## config.mk

```make
export PLATFORM = sky130hd
export DESIGN_NAME = eight_pin_input_debouncer
export DESIGN_NICKNAME = d
export VERILOG_FILES = /design/src/design/deb8_pkg.sv /design/src/design/deb8_lane.sv /design/src/design/deb8_merge.sv /design/src/design/eight_pin_input_debouncer.sv
export VERILOG_INCLUDE_DIRS = /design/src /design/src/design
export SDC_FILE = /design/constraint.sdc
export NUM_CORES = 1
export LEC_CHECK = 0
export BUFFER_PORTS_ARGS = -buffer_cell sky130_fd_sc_hd__buf_2
export CORE_ASPECT_RATIO = 2
export CORE_MARGIN = 3
export CORE_UTILIZATION = 36
export CTS_BUF_LIST = sky130_fd_sc_hd__clkbuf_8
export CTS_CLUSTER_SIZE = 24
export DETAILED_ROUTE_END_ITERATION = 8
export SYNTH_ARGS = -nofsm -noshare
export SYNTH_HDL_FRONTEND = slang
export SYNTH_SLANG_ARGS = --single-unit
```

## constraint.sdc

```tcl
create_clock -name clk -period 4.4 [get_ports clk]
set_input_delay 0.44 -clock clk [delete_from_list [all_inputs] [get_ports clk]]
set_output_delay 0.44 -clock clk [all_outputs]
set_load 0.01 [all_outputs]
```

## src/design/eight_pin_input_debouncer_macros.svh

```systemverilog
// ----------------------------------------------------------------------------
// Assertion macros for the eight-pin input debouncer
// Shared concurrent assertion forms, clocked on the rising edge and
// disabled while the asynchronous reset is asserted.
// ----------------------------------------------------------------------------
`ifndef EIGHT_PIN_INPUT_DEBOUNCER_MACROS_SVH
`define EIGHT_PIN_INPUT_DEBOUNCER_MACROS_SVH

// Check that cons holds in the same cycle as ante.
`define DEB_ASSERT_SAME(label, clk, rst_n, ante, cons) \
	label: assert property (@(posedge clk) disable iff (!rst_n) (ante) |-> (cons)) \
		else $error("debouncer assertion failed");

// Check that cons holds in the cycle after ante.
`define DEB_ASSERT_NEXT(label, clk, rst_n, ante, cons) \
	label: assert property (@(posedge clk) disable iff (!rst_n) (ante) |=> (cons)) \
		else $error("debouncer assertion failed");

`endif

```

## src/design/deb8_pkg.sv

```systemverilog
// ----------------------------------------------------------------------------
// Debouncer package
// Widths, defaults and shared types of the eight-pin input debouncer.
// ----------------------------------------------------------------------------
package deb8_pkg;

	// Default sizing
	localparam int DEB_PIN_COUNT   = 8;
	localparam int DEB_COUNT_WIDTH = 16;

	// Threshold registers
	localparam int          THR_W     = 16;
	localparam int          THR_REGS  = 8;
	localparam int          IDX_W     = 3;
	localparam logic [15:0] THR_RESET = 16'd10;

	// Stream payloads
	localparam int SAMPLE_W    = 8;
	localparam int OUT_PINS    = 8;
	localparam int OUT_TDATA_W = 24;

	// Per-lane control for one accepted item
	typedef struct packed {
		logic acc;     // item accepted this cycle
		logic sample;  // raw level of this pin
		logic stable;  // current debounced level of this pin
	} lane_in_t;

endpackage

```

## src/design/deb8_lane.sv

```systemverilog
// ----------------------------------------------------------------------------
// Debouncer lane
// Mismatch counter of one pin; flags the tick on which a new level is taken.
// ----------------------------------------------------------------------------
module deb8_lane #(
	parameter int COUNT_WIDTH = deb8_pkg::DEB_COUNT_WIDTH
) (
	input  logic                     clk,
	input  logic                     arst_n,
	input  deb8_pkg::lane_in_t       ctl,
	input  logic [deb8_pkg::THR_W-1:0] threshold,
	output logic                     flip
);
	import deb8_pkg::*;

	localparam int CMP_W = (COUNT_WIDTH > THR_W) ? COUNT_WIDTH : THR_W;

	logic [COUNT_WIDTH-1:0] count_q;
	logic [COUNT_WIDTH-1:0] count_inc;
	logic                   mismatch;

	// Saturating increment and threshold match
	assign mismatch  = ctl.sample ^ ctl.stable;
	assign count_inc = (count_q == {COUNT_WIDTH{1'b1}}) ? count_q
	                   : count_q + {{(COUNT_WIDTH-1){1'b0}}, 1'b1};
	assign flip      = mismatch && (CMP_W'(count_inc) == CMP_W'(threshold));

	// Clear on a matching sample, advance on a differing one
	always_ff @(posedge clk or negedge arst_n) begin
		if (!arst_n) begin
			count_q <= '0;
		end else if (ctl.acc) begin
			if (mismatch) begin
				count_q <= count_inc;
			end else begin
				count_q <= '0;
			end
		end
	end

endmodule

```

## src/design/deb8_merge.sv

```systemverilog
// ----------------------------------------------------------------------------
// Debouncer merge stage
// Combines lane flips into the stable levels and buffers result items.
// ----------------------------------------------------------------------------
`include "eight_pin_input_debouncer_macros.svh"

module deb8_merge #(
	parameter int PIN_COUNT = deb8_pkg::DEB_PIN_COUNT
) (
	input  logic                              clk,
	input  logic                              arst_n,
	input  logic                              acc,
	input  logic [PIN_COUNT-1:0]              flips,
	output logic [PIN_COUNT-1:0]              stable,
	output logic                              s_tready,
	output logic                              m_tvalid,
	input  logic                              m_tready,
	output logic [deb8_pkg::OUT_TDATA_W-1:0]  m_tdata
);
	import deb8_pkg::*;

	logic [PIN_COUNT-1:0]   stable_q;
	logic [OUT_PINS-1:0]    stable_vis;
	logic [OUT_PINS-1:0]    changed_vis;
	logic [OUT_TDATA_W-1:0] result;
	logic [OUT_TDATA_W-1:0] out_data_q;
	logic [OUT_TDATA_W-1:0] skid_data_q;
	logic                   out_vld_q;
	logic                   skid_vld_q;
	logic                   take;

	assign stable = stable_q;

	// Map lane results onto the eight visible pins
	for (genvar j = 0; j < OUT_PINS; j++) begin : g_vis
		if (j < PIN_COUNT) begin : g_on
			assign stable_vis[j]  = stable_q[j] ^ flips[j];
			assign changed_vis[j] = flips[j];
		end else begin : g_off
			assign stable_vis[j]  = 1'b0;
			assign changed_vis[j] = 1'b0;
		end
	end

	// Pack: stable_pins, changed_mask, any_change
	assign result = {7'd0, |changed_vis, changed_vis, stable_vis};

	// Update the debounced levels
	always_ff @(posedge clk or negedge arst_n) begin
		if (!arst_n) begin
			stable_q <= '0;
		end else if (acc) begin
			stable_q <= stable_q ^ flips;
		end
	end

	// Output register with a skid stage
	assign take     = out_vld_q && m_tready;
	assign s_tready = !skid_vld_q;
	assign m_tvalid = out_vld_q;
	assign m_tdata  = out_data_q;

	always_ff @(posedge clk or negedge arst_n) begin
		if (!arst_n) begin
			out_vld_q  <= 1'b0;
			skid_vld_q <= 1'b0;
		end else if (take) begin
			if (skid_vld_q) begin
				skid_vld_q <= 1'b0;
			end else begin
				out_vld_q <= acc;
			end
		end else if (acc) begin
			if (!out_vld_q) begin
				out_vld_q <= 1'b1;
			end else begin
				skid_vld_q <= 1'b1;
			end
		end
	end

	always_ff @(posedge clk) begin
		if (take) begin
			if (skid_vld_q) begin
				out_data_q <= skid_data_q;
			end else begin
				out_data_q <= result;
			end
		end else if (acc) begin
			if (!out_vld_q) begin
				out_data_q <= result;
			end else begin
				skid_data_q <= result;
			end
		end
	end

	// Skid holds an item only behind a held output item
	`DEB_ASSERT_SAME(a_skid_behind_out, clk, arst_n, skid_vld_q, out_vld_q)
	// No item is accepted while the skid stage is full
	`DEB_ASSERT_SAME(a_no_acc_full, clk, arst_n, skid_vld_q, !acc)
	// Draining the skid keeps an item at the output
	`DEB_ASSERT_NEXT(a_skid_drain, clk, arst_n, take && skid_vld_q, out_vld_q && !skid_vld_q)
	// Change flag agrees with the change mask
	`DEB_ASSERT_SAME(a_any_flag, clk, arst_n, out_vld_q,
		out_data_q[2*OUT_PINS] == (out_data_q[2*OUT_PINS-1:OUT_PINS] != '0))

endmodule

```

## src/design/eight_pin_input_debouncer.sv

```systemverilog
// ----------------------------------------------------------------------------
// Eight-pin input debouncer
// Per-pin counter debouncer with programmable thresholds.
// ----------------------------------------------------------------------------
// Usage:
//   s_* channel: one item per timer tick; s_tdata[7:0] is the raw pin sample.
//   m_* channel: one result item per input item, in order.
//   wr_en/wr_index/wr_data: write threshold_pin<wr_index> (low 16 bits);
//   write only while no item is in flight.
// Each pin runs its own lane: a saturating mismatch counter that clears on a
// matching sample and takes the new level on the tick its count equals the
// pin threshold. A threshold of zero never accepts a change.
// Each result is registered in the output register or the skid stage.
// Throughput: one item per cycle unless stalled; all lanes update together.
// Stall: an output register and a one-item skid stage let one more item be
// taken while the receiver holds off; s_tready drops when both are full.
// Reset: stable levels and counters clear, thresholds return to 10, and both
// output buffers empty.
// ----------------------------------------------------------------------------
module eight_pin_input_debouncer #(
	parameter int PIN_COUNT   = deb8_pkg::DEB_PIN_COUNT,
	parameter int COUNT_WIDTH = deb8_pkg::DEB_COUNT_WIDTH
) (
	input  logic                             clk,
	input  logic                             arst_n,
	// Input stream
	input  logic                             s_tvalid,
	output logic                             s_tready,
	input  logic [deb8_pkg::SAMPLE_W-1:0]    s_tdata,   // [7:0] raw_pins
	// Output stream
	output logic                             m_tvalid,
	input  logic                             m_tready,
	output logic [deb8_pkg::OUT_TDATA_W-1:0] m_tdata,   // [7:0] stable_pins,
	                                                    // [15:8] changed_mask,
	                                                    // [16] any_change
	// Configuration write port
	input  logic                             wr_en,
	input  logic [deb8_pkg::IDX_W-1:0]       wr_index,
	input  logic [deb8_pkg::THR_W-1:0]       wr_data
);
	import deb8_pkg::*;

	logic [THR_W-1:0]     thr_q [PIN_COUNT];
	logic [PIN_COUNT-1:0] sample;
	logic [PIN_COUNT-1:0] stable;
	logic [PIN_COUNT-1:0] flips;
	logic                 acc;

	assign acc = s_tvalid && s_tready;

	for (genvar i = 0; i < PIN_COUNT; i++) begin : g_pin
		lane_in_t ctl;

		// Pins past the input word sample low
		if (i < SAMPLE_W) begin : g_in
			assign sample[i] = s_tdata[i];
		end else begin : g_zero
			assign sample[i] = 1'b0;
		end

		// Threshold register; pins past the register list keep the reset value
		if (i < THR_REGS) begin : g_thr
			always_ff @(posedge clk or negedge arst_n) begin
				if (!arst_n) begin
					thr_q[i] <= THR_RESET;
				end else if (wr_en && (wr_index == IDX_W'(i))) begin
					thr_q[i] <= wr_data;
				end
			end
		end else begin : g_thr_fix
			assign thr_q[i] = THR_RESET;
		end

		assign ctl.acc    = acc;
		assign ctl.sample = sample[i];
		assign ctl.stable = stable[i];

		deb8_lane #(
			.COUNT_WIDTH(COUNT_WIDTH)
		) u_lane (
			.clk      (clk),
			.arst_n   (arst_n),
			.ctl      (ctl),
			.threshold(thr_q[i]),
			.flip     (flips[i])
		);
	end

	// Merge lane results and buffer the result items
	deb8_merge #(
		.PIN_COUNT(PIN_COUNT)
	) u_merge (
		.clk     (clk),
		.arst_n  (arst_n),
		.acc     (acc),
		.flips   (flips),
		.stable  (stable),
		.s_tready(s_tready),
		.m_tvalid(m_tvalid),
		.m_tready(m_tready),
		.m_tdata (m_tdata)
	);

endmodule
```

### Word level (Yosys, flattened, before mapping)

Index checks and enable logic that the tools add are counted.

* muxes and demuxes: 26
* bitwise operators: 18
* equal/unequal tests: 25
* add/sub/neg operators: 8
* reduce and logical (&&, ||, !) cells: 27

Operators with widths (count)
* two-way mux 16 bit: 16
* adder 16 x 1 -> 16 bit, second input constant: 8
* == test 16 bit: 8
* == test 16 bit, second input constant: 8
* two-way mux 24 bit: 3
* logical AND 1 bit: 18
* two-way mux 17 bit: 1
* XOR 1 bit: 16
* == test 3 bit, second input constant: 4
* OR reduction 8 bit: 1
* XOR 8 bit: 1
* == test 3 x 2 -> 1 bit, second input constant: 2
* two-way mux 1 bit: 6
* AND reduction 2 bit: 3
* inequality test 2 bit, second input constant: 2
* nonzero test 2 bit: 2
* == test 3 x 1 -> 1 bit, second input constant: 1
* logical NOT 3 bit: 1
* AND reduction 3 bit: 1
* logical NOT 1 bit: 1
* inverter 1 bit: 1

* output and inout bits: 26
* register bits after elaboration: 307

### Logic depth before layout (Yosys ltp)

Gate-level depths: netlist of the first run.

* depth after elaboration: 8
* depth in mapped cells: 13
* depth with buffers taken out: 10

### By module

A second synthesis of the first run with hierarchy kept.

* cell total of the unflattened synthesis: 1731
* area total of the unflattened synthesis: 17972.2 µm²

Modules (own cells, without submodules)
* deb8_lane: area an instance 1401.3 µm², times used 8, sequential area each 400.4 µm², cells an instance 168
* eight_pin_input_debouncer: area an instance 4941.0 µm², times used 1, sequential area each 3223.1 µm², cells an instance 280
* deb8_merge: area an instance 1820.5 µm², times used 1, sequential area each 1271.2 µm², cells an instance 107

### Worst setup path after synthesis of the first run

OpenSTA, ideal clock, no wires.

* kind: reg2reg
* start point: register g_pin[3].u_lane.count_q[4]
* end point: register u_merge.out_data_q[3], in the netlist u_merge.m_tdata[3] (data pin)
* clock period less this slack: 3409 ps
* stages on the path, launching flop included: 12
* slack: 991 ps
* setup time: 260 ps
* required time: 4140 ps
* arrival: 3150 ps
* buffers on the path: 2
* cell sequence: dfrtp_1 -> buf_2 -> nand4_1 -> or4_1 -> buf_2 -> nand2_1 -> mux2_2 -> a2111oi_0 -> o2111ai_1 -> nor3_1 -> mux2_2 -> mux2_2

* word-level cells in the longest chain between the ends: 8

Ends and longest elaborated chain
* start: declaration: RTL line deb8_lane.sv:18 `logic [COUNT_WIDTH-1:0] count_q;`
* start signal: assignment: RTL line deb8_lane.sv:34 `count_q <= count_inc;`
* adder 16 x 1 -> 16 bit or == test 16 bit (tied branches): RTL line deb8_lane.sv:25, deb8_lane.sv:24
* two-way mux 16 bit *: RTL line deb8_lane.sv:24 `assign count_inc = (count_q == {COUNT_WIDTH{1'b1}}) ? count_q`
* == test 16 bit *: RTL line deb8_lane.sv:26 `assign flip = mismatch && (CMP_W'(count_inc) == CMP_W'(threshold));`
* logical AND 1 bit *: RTL line deb8_lane.sv:26
* XOR 1 bit *: RTL line deb8_merge.sv:37 `assign stable_vis[j] = stable_q[j] ^ flips[j];`
* via u_merge.result[3]: RTL line deb8_merge.sv:25 `logic [OUT_TDATA_W-1:0] result;`
* two-way mux 24 bit: RTL line deb8_merge.sv:90 `if (!out_vld_q) begin`
* two-way mux 24 bit: RTL line deb8_merge.sv:89 `end else if (acc) begin`
* two-way mux 24 bit *: RTL line deb8_merge.sv:83 `if (take) begin`
* end signal: assignment: RTL line deb8_merge.sv:85 `out_data_q <= skid_data_q;`
* end signal: assignment: RTL line deb8_merge.sv:87 `out_data_q <= result;`
* end signal: assignment: RTL line deb8_merge.sv:91 `out_data_q <= result;`
* end: declaration: RTL line deb8_merge.sv:26 `logic [OUT_TDATA_W-1:0] out_data_q;`

The timed path passes the listed nets; every way through them passes the cells marked *. The select of a mux whose other input is x is not followed.
A chain may end at the register's enable or synchronous reset.

### Worst setup path after layout of the first run

* start point: register g_pin[4].u_lane.count_q[0]
* end point: register u_merge.out_data_q[16], in the netlist u_merge.m_tdata[16] (data pin)

* word-level cells in the longest chain between the ends: 8

Ends and longest elaborated chain
* start: declaration: RTL line deb8_lane.sv:18
* start signal: assignment: RTL line deb8_lane.sv:34
* adder 16 x 1 -> 16 bit or == test 16 bit (tied branches): RTL line deb8_lane.sv:25, deb8_lane.sv:24
* two-way mux 16 bit *: RTL line deb8_lane.sv:24
* == test 16 bit *: RTL line deb8_lane.sv:26
* logical AND 1 bit *: RTL line deb8_lane.sv:26
* via g_pin[4].u_lane.flip: RTL line deb8_lane.sv:12 `output logic flip`
* OR reduction 8 bit *: RTL line deb8_merge.sv:46 `assign result = {7'd0, |changed_vis, changed_vis, stable_vis};`
* two-way mux 24 bit: RTL line deb8_merge.sv:90
* two-way mux 24 bit: RTL line deb8_merge.sv:89
* two-way mux 24 bit *: RTL line deb8_merge.sv:83

Marks and branches as above.

==> metrics.csv, run 1 <==
stage;metric;value;unit
power;Sw Share;0.347;
timing;Final setup viols;0;
finish;Layout fillers;4899;
cts;clk_lat worst skew;0.61;ns
floorplan;Starting Density;0.367;
placed_design;Port-buffer cells;50;
cts;Clock Path Buffers;3;
route;vias per cell;5.93;
floorplan;Top Ports;58;
grt;grt met1 use;0.217;
route;Pre-antenna DRT Iters;5;
yosys;predominant post-synthesis flop cell;dfrtp_1;
finish;Util after Layout;0.405;
yosys;Post-synth EDFFs;34;
power;clock share of power;0.301;
grt;GR Util met2;0.403;
yosys;mux share of post-synthesis cell area;0.0983;
cts;hold buffers post-CTS;1;
power;Logic pwr share;0.274;
timing;max-slew violations;0;
yosys;top post-synthesis cells by count;250 x dfrtp_1, 209 x nand2_1, 153 x o21ai_0, 147 x mux2_2, 119 x a21oi_1;
grt;GRT Total Usage;0.214;
timing;Tmin final;4.08;ns
grt;initial antenna violation count;6;
min_path;HP Class;input pin to register;
timing;Clock Skew;0.0295;ns
yosys;Post-Synth Adder-Cell Area;0.00551;
floorplan;die area;0.0533;sq mm
critical_path;endpoint type of the worst setup path;register;
min_path;Hold Path Depth;2;
route;via count;15600;
route;DRT iter0 DRCs;870;
critical_path;worst-path cell chain;ha_1 -> nand3_1 -> a211oi_1 -> a31oi_1 -> a2111oi_0 -> o2111a_1 -> nand4_1 -> nor4b_1 -> buf_4 -> nor4_1 -> a41oi_2;
finish;Final nets;1989;
timing;final setup TNS;0;ns
placed_design;placer congestion estimate;0.932;
grt;GRT Residual Overflow;0;
critical_path;worst reg2reg path depth;11;
grt;most used routing layer;met2;
yosys;post-synthesis register bit count;300;
route;Avg WL per Cell;21.8;microns
cts;H-tree depth;2;
grt;met3 GRT Util;0.0242;
placed_design;Area after DPL;0.0190;sq mm
job;# Max-Cap Violations;0;
yosys;Synth Area in XOR/XNOR;0.0733;
yosys;syn_area_per_cell;9.34;sq um
critical_path;CP required;4.84;ns
critical_path;Top delay family on crit path;compound AO/OA/AOI/OAI gates;
yosys;YS warnings;0;
cts;postcts setup bufs;0;
timing;Least-Margin Pin Slew;1.16;ns
power;LEAKAGE;7.84;nW
critical_path;Slowest-stage cell, CP;a2111oi_0;
run_status;run status;finished, final reports clean;
power;Flop pwr share;0.425;
floorplan;chip height;324;microns
route;antenna-violating nets left;0;
power;P_int;0.00587;W
floorplan;Core Area;0.0495;sq mm
finish;area delta synth->final;10.4;%
critical_path;WP depth;11;
yosys;Cells after Synth;1944;
yosys;Synth Area in Compound Gates;0.161;
timing;Final Cycle Share;0.928;
cts;Inserted Clock Buffers;45;
cts;Clock Sinks;300;
yosys;post-synthesis simple-gate area fraction;0.200;
yosys;post-synthesis async set-or-reset flop share;0.887;
timing;final hold vios;0;
floorplan;row count;115;
power;Psw;0.00312;W
power;Pwr Density;449;mW/mm^2
critical_path;crit path DAT;4.52;ns
yosys;Synth cell types;90;
cts;post-CTS resize count;0;
grt;first-pass GRT wire length;88800;microns
yosys;most common cell in the netlist;dfrtp_1;
yosys;combinational family with the most area after synthesis;simple AND/OR/NAND/NOR gates;
route;final WL;57400;microns
cts;Root Driver;clkbuf_8;
timing;RSZ-0062 raised after global routing;no;
grt;largest net degree at the start of global routing;110;
timing;top achievable clock speed;245;MHz
critical_path;CP Class;register to register;
yosys;ranking of synthesized cells by area;dfrtp_1 34%, mux2_2 9.1%, edfxtp_1 5.6%;
critical_path;Buf+Inv Stages, Crit Path;1;
yosys;post-synth top area share;0.344;
critical_path;critical path fanouts, max;10;
yosys;post-synthesis sequential area ratio;0.424;
route;Remaining DRCs;0;
timing;Slew HR;0.224;
yosys;synthesized area;0.0182;sq mm
yosys;leading area contributor after synthesis;dfrtp_1;
power;VDD IR max;0.231;mV
placed_design;hpwl dp;41300;microns
critical_path;Critical Path Source Type;register;
finish;share of layout cells above drive strength 1;0.171;
finish;Final Cell Area;0.0201;sq mm
floorplan;DIE WIDTH;165;microns
cts;CTS tree;yes;
cts;Clock transition at path regs;0.07;ns
timing;Hold Slack;0.0542;ns
critical_path;crit-path max cell delay;0.68;ns
grt;vias in the first global route;15600;
-- per-layer routing --
layer  up-vias  share of wire  routed length, microns
li1       7199              -                       -
met5         -              0                       0
met4         0          0.078                    4500
met3       218          0.035                    2000
met2       462           0.54                   30700
met1      7745           0.35                   20200
-- placed cells by master, fill, tap and decap left out, drive strengths merged, types with 7 or more instances in the layout --
cell	Yosys	routed
dfrtp	250	250
nand2	209	209
o21ai	154	154
mux2	147	147
a21oi	119	119
nor2	117	117
xnor2	105	105
buf	34	81
nand3	80	80
nand4	64	64
clkbuf	96	60
xor2	47	47
nor3	44	44
inv	28	43
nor4	43	43
o31ai	35	35
edfxtp	34	34
and4	31	31
and3	31	31
a31oi	21	21
a22o	16	16
dfstp	16	16
nand2b	15	15
mux2i	13	13
and2	12	12
or3	10	10
a211oi	10	10
or4	10	10
ha	8	8
nor3b	8	8
o21a	7	7
o22ai	7	7
conb	1	7
a41oi	7	7
nor2b	7	7
-- worst paths after layout --
path	start	endpoint	slack, ns
max in group asynchronous	arst_n	g_pin[1].u_lane.count_q[7]	2.80
setup reg to reg	g_pin[4].u_lane.count_q[0]	u_merge.m_tdata[16]	0.32
setup / recovery	g_pin[4].u_lane.count_q[0]	u_merge.m_tdata[16]	0.32
hold reg to reg	u_merge.skid_data_q[11]	u_merge.m_tdata[11]	0.52
min in group asynchronous	arst_n	thr_q[50]	0.48
hold / removal	m_tready	u_merge.skid_vld_q	0.05
-- kinds of logic (layout without fill, tap and decap cells) --
logic type / count (synthesis) / count (layout)
other: 1 / 11
xor gates and xnor gates: 152 / 152
AOI/OAI and AO/OA: 462 / 462
adders and majority gates: 8 / 8
DFF: 300 / 300
muxes: 160 / 160
and+or+nand+nor: 703 / 703
buffers and inverters: 158 / 194
-- state kept, by name (all words and copies together) (netlist names) --
name / flops
g_pin.u_lane.count_q: 128
thr_q: 128
u_merge.m_tdata: 17
u_merge.m_tvalid: 1
u_merge.skid_data_q: 17
u_merge.skid_vld_q: 1
u_merge.stable: 8
-- final cells by class --
cell class / instances / area, sq um / area share
Inverter: 28 / 105 / 0.00524
Multi-Input combinational cell: 1492 / 9840 / 0.491
Tap cell: 643 / 805 / 0.0401
Sequential cell: 300 / 7700 / 0.384
Antenna cell: 4 / 10.0 / 0.000499
Clock inverter: 24 / 239 / 0.0119
Timing Repair Buffer: 82 / 528 / 0.0263
Clock buffer: 60 / 826 / 0.0412
-- stage by stage --
step                instances  worst slack [ns]  power, W
global placement         2544             0.460   0.00626
detailed placement       2544             0.416   0.00633
CTS                      2629             0.399   0.00908
global route             2633             0.250   0.00948
finish                   2633             0.316   0.00899
floorplan                1950             0.991   0.00541
-- power groups by stage --
stage               sequential (W)  clock (W)  combinational (W)
detailed placement         0.00388          0            0.00245
global placement           0.00385          0            0.00241
floorplan                  0.00371          0            0.00170
global route               0.00389    0.00290            0.00270
CTS                        0.00382    0.00279            0.00247
finish                     0.00382    0.00271            0.00247
Note: power is estimated with default switching activity, not from simulation.
==> run 2: changes to the inputs <==
--- a/config.mk
+++ b/config.mk
@@ -10,9 +10,10 @@
 export CORE_ASPECT_RATIO = 2
 export CORE_MARGIN = 3
 export CORE_UTILIZATION = 36
-export CTS_BUF_LIST = sky130_fd_sc_hd__clkbuf_8
+export CTS_BUF_LIST = sky130_fd_sc_hd__clkbuf_2
 export CTS_CLUSTER_SIZE = 24
 export DETAILED_ROUTE_END_ITERATION = 8
 export SYNTH_ARGS = -nofsm -noshare
 export SYNTH_HDL_FRONTEND = slang
+export SYNTH_HIERARCHICAL = 1
 export SYNTH_SLANG_ARGS = --single-unit
==> constraint.sdc (replaced) <==
create_clock -name clk -period 4.3 [get_ports clk]
set_input_delay 0.43 -clock clk [delete_from_list [all_inputs] [get_ports clk]]
set_output_delay 0.43 -clock clk [all_outputs]
set_load 0.01 [all_outputs]
==> metrics.csv, run 2 <==
stage;metric;value;unit
grt;first-pass GRT wire length;86200;microns
timing;Tmin final;3.65;ns
timing;Clock Skew;0.0784;ns
yosys;Post-Synth Adder-Cell Area;0.00557;
finish;area delta synth->final;8.63;%
critical_path;CP Class;register to register;
route;Pre-antenna DRT Iters;5;
cts;postcts setup bufs;0;
finish;share of layout cells above drive strength 1;0.227;
yosys;most common cell in the netlist;dfrtp_1;
route;Remaining DRCs;0;
power;LEAKAGE;8.21;nW
cts;clk_lat worst skew;0.96;ns
timing;Slew HR;0.147;
finish;FF/Latch Area;0.00770;sq mm
finish;commonest cells after routing, fill and taps aside;250 x dfrtp_1, 134 x mux2_2, 120 x xnor2_1;
yosys;Cells after Synth;1731;
placed_design;placer congestion estimate;0.940;
yosys;ranking of synthesized cells by area;dfrtp_1 35%, mux2_2 8.4%, xnor2_1 5.8%;
finish;Util after Layout;0.397;
route;DRT iter0 DRCs;885;
cts;H-tree depth;3;
yosys;top post-synthesis cells by count;250 x dfrtp_1, 134 x mux2_2, 120 x xnor2_1, 114 x nand2_1;
timing;Final setup viols;0;
run_status;run status;finished, final reports clean;
floorplan;chip height;322;microns
timing;top achievable clock speed;274;MHz
cts;Clock transition at path regs;0.12;ns
yosys;post-synthesis sequential area ratio;0.428;
critical_path;Critical Path Source Type;register;
timing;Final Cycle Share;0.850;
yosys;YS warnings;6;
cts;CTS tree;yes;
finish;footprint of the multi-input gates;0.00952;sq mm
timing;RSZ-0062 raised after global routing;no;
timing;max-slew violations;0;
placed_design;Port-buffer cells;50;
critical_path;crit path DAT;4.36;ns
yosys;mux share of post-synthesis cell area;0.105;
floorplan;Top Ports;58;
grt;vias in the first global route;15200;
route;via count;14800;
floorplan;Core Area;0.0492;sq mm
cts;Root Driver;clkbuf_2;
cts;Clock Sinks;300;
yosys;leading area contributor after synthesis;dfrtp_1;
yosys;post-synth top area share;0.348;
timing;Least-Margin Pin Slew;1.28;ns
timing;final hold vios;0;
yosys;Synth Area in XOR/XNOR;0.0897;
timing;final setup TNS;0;ns
critical_path;worst reg2reg path depth;10;
finish;Layout fillers;4941;
finish;Final nets;1838;
route;vias per cell;5.92;
min_path;HP Class;input pin to asynchronous set/reset pin;
power;Pwr Density;328;mW/mm^2
power;VDD IR max;0.143;mV
critical_path;r2r endpoint;u_merge/m_tdata[2];
floorplan;die area;0.0528;sq mm
critical_path;endpoint type of the worst setup path;register;
finish;commonest non-fill, non-tap cell in the layout;dfrtp_1;
grt;GRT Residual Overflow;0;
yosys;predominant post-synthesis flop cell;dfrtp_1;
yosys;synthesized area;0.0180;sq mm
yosys;post-synthesis register bit count;300;
critical_path;flop-to-flop setup slack;0.65;ns
critical_path;reg-to-reg startpoint;g_pin[2].u_lane/count_q[0];
route;antenna-violating nets left;0;
yosys;post-synthesis simple-gate area fraction;0.156;
yosys;post-synthesis async set-or-reset flop share;0.887;
yosys;Synth cell types;60;
yosys;syn_area_per_cell;10.4;sq um
critical_path;critical path fanouts, max;9;
grt;initial antenna violation count;3;
cts;Inserted Clock Buffers;73;
yosys;Post-synth EDFFs;34;
critical_path;CP required;5.01;ns
floorplan;DIE WIDTH;164;microns
placed_design;hpwl dp;39800;microns
job;# Max-Cap Violations;0;
route;Avg WL per Cell;22.4;microns
grt;largest net degree at the start of global routing;121;
yosys;combinational family with the most area after synthesis;compound AO/OA/AOI/OAI gates;
finish;largest registers;g_pin.u_lane/count_q: 128 flops, thr_q: 128 flops;
cts;Clock Path Buffers;3;
floorplan;Starting Density;0.365;
floorplan;row count;115;
grt;GRT Total Usage;0.212;
power;Total Power;0.00640;W
route;final WL;55900;microns
yosys;Synth Area in Compound Gates;0.170;
-- run 2: cell types whose count changed after synthesis, moves of 19 or more --
cell      change
nand2_1      -95
mux2_4       +19
o31ai_1      -19
inv_1        -19
nor2_1       -44
o21ai_0      -49
a31oi_1      +28
a22o_1       +24
buf_2        +28
nor4_1       -29
clkbuf_1     -71
-- run 2: final cells by class --
| type | instances | area share |
|---|---|---|
| Sequential cell | 300 | 0.394 |
| Timing Repair Buffer | 106 | 0.0409 |
| Inverter | 9 | 0.00173 |
| Antenna cell | 1 | 0.000128 |
| Multi-Input combinational cell | 1308 | 0.488 |
| Clock inverter | 24 | 0.00769 |
| Clock buffer | 103 | 0.0264 |
| Tap cell | 643 | 0.0412 |
-- run 2: through the flow --
step | hold slack (ns) | setup slack, ns | cells | area [sq um]
floorplan | 0.134 | 1.51 | 1737 | 18000
global placement | 0.501 | 0.586 | 2339 | 18600
detailed placement | 0.510 | 0.587 | 2339 | 18600
CTS | 0.103 | 0.558 | 2493 | 19500
global route | 0.138 | 0.425 | 2494 | 19500
finish | 0.121 | 0.646 | 2494 | 19500
-- run 2: worst max path at each step --
stage / start / endpoint / slack [ns] / cells past startpoint
after floorplan: u_merge/skid_vld_q / u_merge/skid_data_q[0] / 1.51 / 5
after detailed placement: g_pin[2].u_lane/count_q[0] / u_merge/m_tdata[2] / 0.59 / 10
after CTS: g_pin[2].u_lane/count_q[0] / u_merge/m_tdata[2] / 0.56 / 10
final: g_pin[2].u_lane/count_q[0] / u_merge/m_tdata[2] / 0.65 / 10
after global routing: g_pin[2].u_lane/count_q[0] / u_merge/m_tdata[2] / 0.42 / 10
after global placement: g_pin[2].u_lane/count_q[0] / u_merge/m_tdata[2] / 0.59 / 10
-- run 2: cell families (layout without fill, tap and decap cells) --
kind of cell,count (synthesis),in the layout
compound gates,451,451
xor+xnor,184,184
fa+ha+maj,8,8
buf+inv,129,242
flops,300,300
mux,161,161
other cells,1,8
simple gates,497,497
-- run 2: per-layer routing --
metal  part of all wire  global-route usage
met1               0.35               0.212
met2               0.54               0.397
met3              0.040              0.0306
met4              0.067               0.139
met5            0.00034                   0
-- run 2: worst max-delay path, stage by stage, from the launching register on --
cell	delay, ns
dfrtp_1	0.46
ha_1	0.38
nand4_1	0.16
nor4_1	0.41
buf_4	0.27
nor3_1	0.10
xnor2_1	0.34
o2111ai_1	0.22
nor4_2	0.61
xor2_1	0.17
mux2_2	0.31
-- run 2: what timing repair did --
| action | 4_1_cts | 5_1_grt |
|---|---|---|
| hold buffers | 27 | 0 |
| resized for setup | 0 | 0 |
| hold endpoints to repair | 298 | 0 |
-- run 2: where the power goes --
part / internal [W] / switching, W / total (W)
clock network: 0.000765 / 0.00120 / 0.00197
registers: 0.00315 / 0.000242 / 0.00339
logic: 0.000540 / 0.000505 / 0.00105
total: 0.00445 / 0.00195 / 0.00640
==> run 3: changes to the inputs <==
--- a/config.mk
+++ b/config.mk
@@ -6,6 +6,7 @@
 export SDC_FILE = /design/constraint.sdc
 export NUM_CORES = 1
 export LEC_CHECK = 0
+export ABC_AREA = 1
 export BUFFER_PORTS_ARGS = -buffer_cell sky130_fd_sc_hd__buf_2
 export CORE_ASPECT_RATIO = 2
 export CORE_MARGIN = 3
==> constraint.sdc (replaced) <==
create_clock -name clk -period 3.4 [get_ports clk]
set_input_delay 0.34 -clock clk [delete_from_list [all_inputs] [get_ports clk]]
set_output_delay 0.34 -clock clk [all_outputs]
set_load 0.01 [all_outputs]
==> metrics.csv, run 3 <==
stage;metric;value;unit
run_status;run status;finished, final reports clean;
route;vias per cell;5.08;
job;# Max-Cap Violations;0;
timing;Least-Margin Pin Slew;1.05;ns
critical_path;crit-path max cell delay;0.45;ns
yosys;top post-synthesis cells by count;900 x nand2_1, 304 x nand3_1, 279 x inv_1, 250 x dfrtp_1, 194 x nor2_1;
critical_path;worst-path cell chain;ha_1 -> nand2_2 -> nor2_4 -> nand2_4 -> nor2_8 -> inv_2 -> o21ai_0 -> xor2_1 -> nor2_1 -> nand3_1 -> nor2_1 -> xor2_1 -> nand2_1 -> nand2_1;
critical_path;Top delay family on crit path;simple AND/OR/NAND/NOR gates;
yosys;synthesized area;0.0183;sq mm
critical_path;critical path fanouts, max;14;
finish;Layout fillers;5355;
yosys;predominant post-synthesis flop cell;dfrtp_1;
timing;Tmin final;3.12;ns
critical_path;reg-to-reg startpoint;g_pin[0].u_lane/count_q[0];
yosys;post-synthesis async set-or-reset flop share;0.887;
cts;H-tree depth;3;
timing;Final setup viols;0;
route;antenna-violating nets left;0;
cts;Clock Sinks;300;
cts;CTS tree;yes;
floorplan;row count;116;
placed_design;hpwl dp;42300;microns
cts;Root Driver;clkbuf_2;
yosys;post-synthesis register bit count;300;
yosys;most common cell in the netlist;nand2_1;
finish;share of layout cells above drive strength 1;0.125;
placed_design;placer congestion estimate;0.971;
finish;Final nets;2683;
finish;Util after Layout;0.405;
timing;Final Cycle Share;0.918;
route;Pre-antenna DRT Iters;5;
floorplan;Starting Density;0.365;
min_path;Hold Startpoint;m_tready;
yosys;post-synth top area share;0.341;
floorplan;Core Area;0.0502;sq mm
finish;commonest non-fill, non-tap cell in the layout;nand2_1;
yosys;Cells after Synth;2540;
route;via count;17100;
critical_path;Buf+Inv Stages, Crit Path;1;
grt;GRT Total Usage;0.219;
grt;GRT Residual Overflow;0;
critical_path;Critical Path Source Type;register;
timing;top achievable clock speed;320;MHz
yosys;YS warnings;6;
timing;final setup TNS;0;ns
critical_path;CP required;4.14;ns
finish;Finished Layout Cells;3359;
route;Avg WL per Cell;17.5;microns
power;VDD IR max;0.168;mV
power;LEAKAGE;11.7;nW
route;Remaining DRCs;0;
placed_design;Cells after DPL;3176;
yosys;leading area contributor after synthesis;dfrtp_1;
floorplan;die area;0.0538;sq mm
cts;Clock transition at path regs;0.11;ns
yosys;ranking of synthesized cells by area;dfrtp_1 34%, nand2_1 18%, nand3_1 8.3%;
timing;RSZ-0062 raised after global routing;no;
grt;largest net degree at the start of global routing;86;
critical_path;CP Class;register to register;
floorplan;Top Ports;58;
critical_path;r2r endpoint;u_merge/m_tdata[0];
min_path;HP Class;input pin to register;
route;DRT iter0 DRCs;1202;
cts;postcts setup bufs;0;
critical_path;flop-to-flop setup slack;0.28;ns
finish;commonest cells after routing, fill and taps aside;900 x nand2_1, 304 x nand3_1, 278 x inv_1;
power;Pwr Density;385;mW/mm^2
placed_design;Port-buffer cells;50;
finish;Final Cell Area;0.0203;sq mm
min_path;Hold Path Depth;5;
finish;largest registers;g_pin.u_lane/count_q: 128 flops, thr_q: 128 flops;
critical_path;worst reg2reg path depth;14;
floorplan;chip height;325;microns
grt;initial antenna violation count;3;
timing;final hold vios;0;
yosys;syn_area_per_cell;7.22;sq um
yosys;Synth cell types;33;
grt;vias in the first global route;17200;
yosys;Post-synth EDFFs;34;
cts;clk_lat worst skew;1.00;ns
finish;area delta synth->final;10.8;%
critical_path;crit path DAT;3.86;ns
grt;first-pass GRT wire length;91400;microns
route;final WL;58700;microns
critical_path;Worst Setup SP;g_pin[0].u_lane/count_q[0];
critical_path;endpoint type of the worst setup path;register;
min_path;hold worst-path end;u_merge/m_tvalid;
critical_path;Slowest-stage cell, CP;dfrtp_1;
cts;post-CTS resize count;0;
cts;Clock Path Buffers;3;
timing;Clock Skew;0.0639;ns
timing;max-slew violations;0;
power;Total Power;0.00783;W
placed_design;Area after DPL;0.0192;sq mm
cts;Inserted Clock Buffers;76;
timing;Slew HR;0.297;
yosys;post-synthesis sequential area ratio;0.420;
floorplan;DIE WIDTH;166;microns
[run 3: power breakdown]
part	total, W	internal, W	leakage (nW)	switching [W]
Clock	0.00269	0.00106	0.559	0.00163
Combinational	0.000944	0.000382	7.90	0.000562
Sequential	0.00419	0.00393	3.23	0.000266
[run 3: metal layers]
metal	up-vias	part of all wire	track usage
met5	-	0	0
met4	0	0.078	0.154
met3	209	0.047	0.0299
met2	540	0.52	0.394
met1	8075	0.36	0.230
li1	8242	-	-
[run 3: logic make-up (layout without fill, tap and decap cells)]
kind of cell    Yosys count  in the layout  synth area share
xor+xnor                112            112            0.0595
compound gates          194            194            0.0579
simple gates           1536           1536             0.369
fa+ha+maj                 8              8           0.00546
flops                   300            300             0.420
other cells               1             11          0.000204
buf+inv                 389            549            0.0877
[run 3: layout make-up]
class,instances,area (sq um),share of cell area
clock inverters,24,145,0.00715
diodes,4,10.0,0.000493
clock buffers,117,586,0.0288
flip-flops and latches,300,7700,0.379
multi-input cells,1857,9060,0.446
inverters,299,1130,0.0557
repair buffers,109,866,0.0426
well taps,649,812,0.0400
[run 3: through the flow]
step	hold WS, ns	worst slack, ns
after floorplan	0.0444	0.713
after global placement	0.388	0.286
after detailed placement	0.387	0.262
after CTS	0.0842	0.274
after global routing	0.159	0.0867
final	0.206	0.278
[run 3: worst max path at each step]
stage | to | slack (ns) | depth (start not counted)
3_5_place_dp | u_merge/m_tdata[0] | 0.26 | 14
2_1_floorplan | u_merge/m_tdata[0] | 0.71 | 6
3_3_place_gp | u_merge/m_tdata[0] | 0.29 | 14
4_1_cts | u_merge/m_tdata[0] | 0.27 | 14
5_1_grt | u_merge/m_tdata[6] | 0.09 | 14
6_report | u_merge/m_tdata[0] | 0.28 | 14
[run 3: repair_timing]
action	in CTS	in global routing
endpoints found under the hold margin	490	0
hold buffers	38	0
endpoints found under the setup margin	0	0
[run 3: worst min-delay path, cell delays in order]
cell and delay (ns):
dlygate4sd3_1 0.52, buf_2 0.13, nand2_1 0.05, nand2_1 0.05
nand2_1 0.04
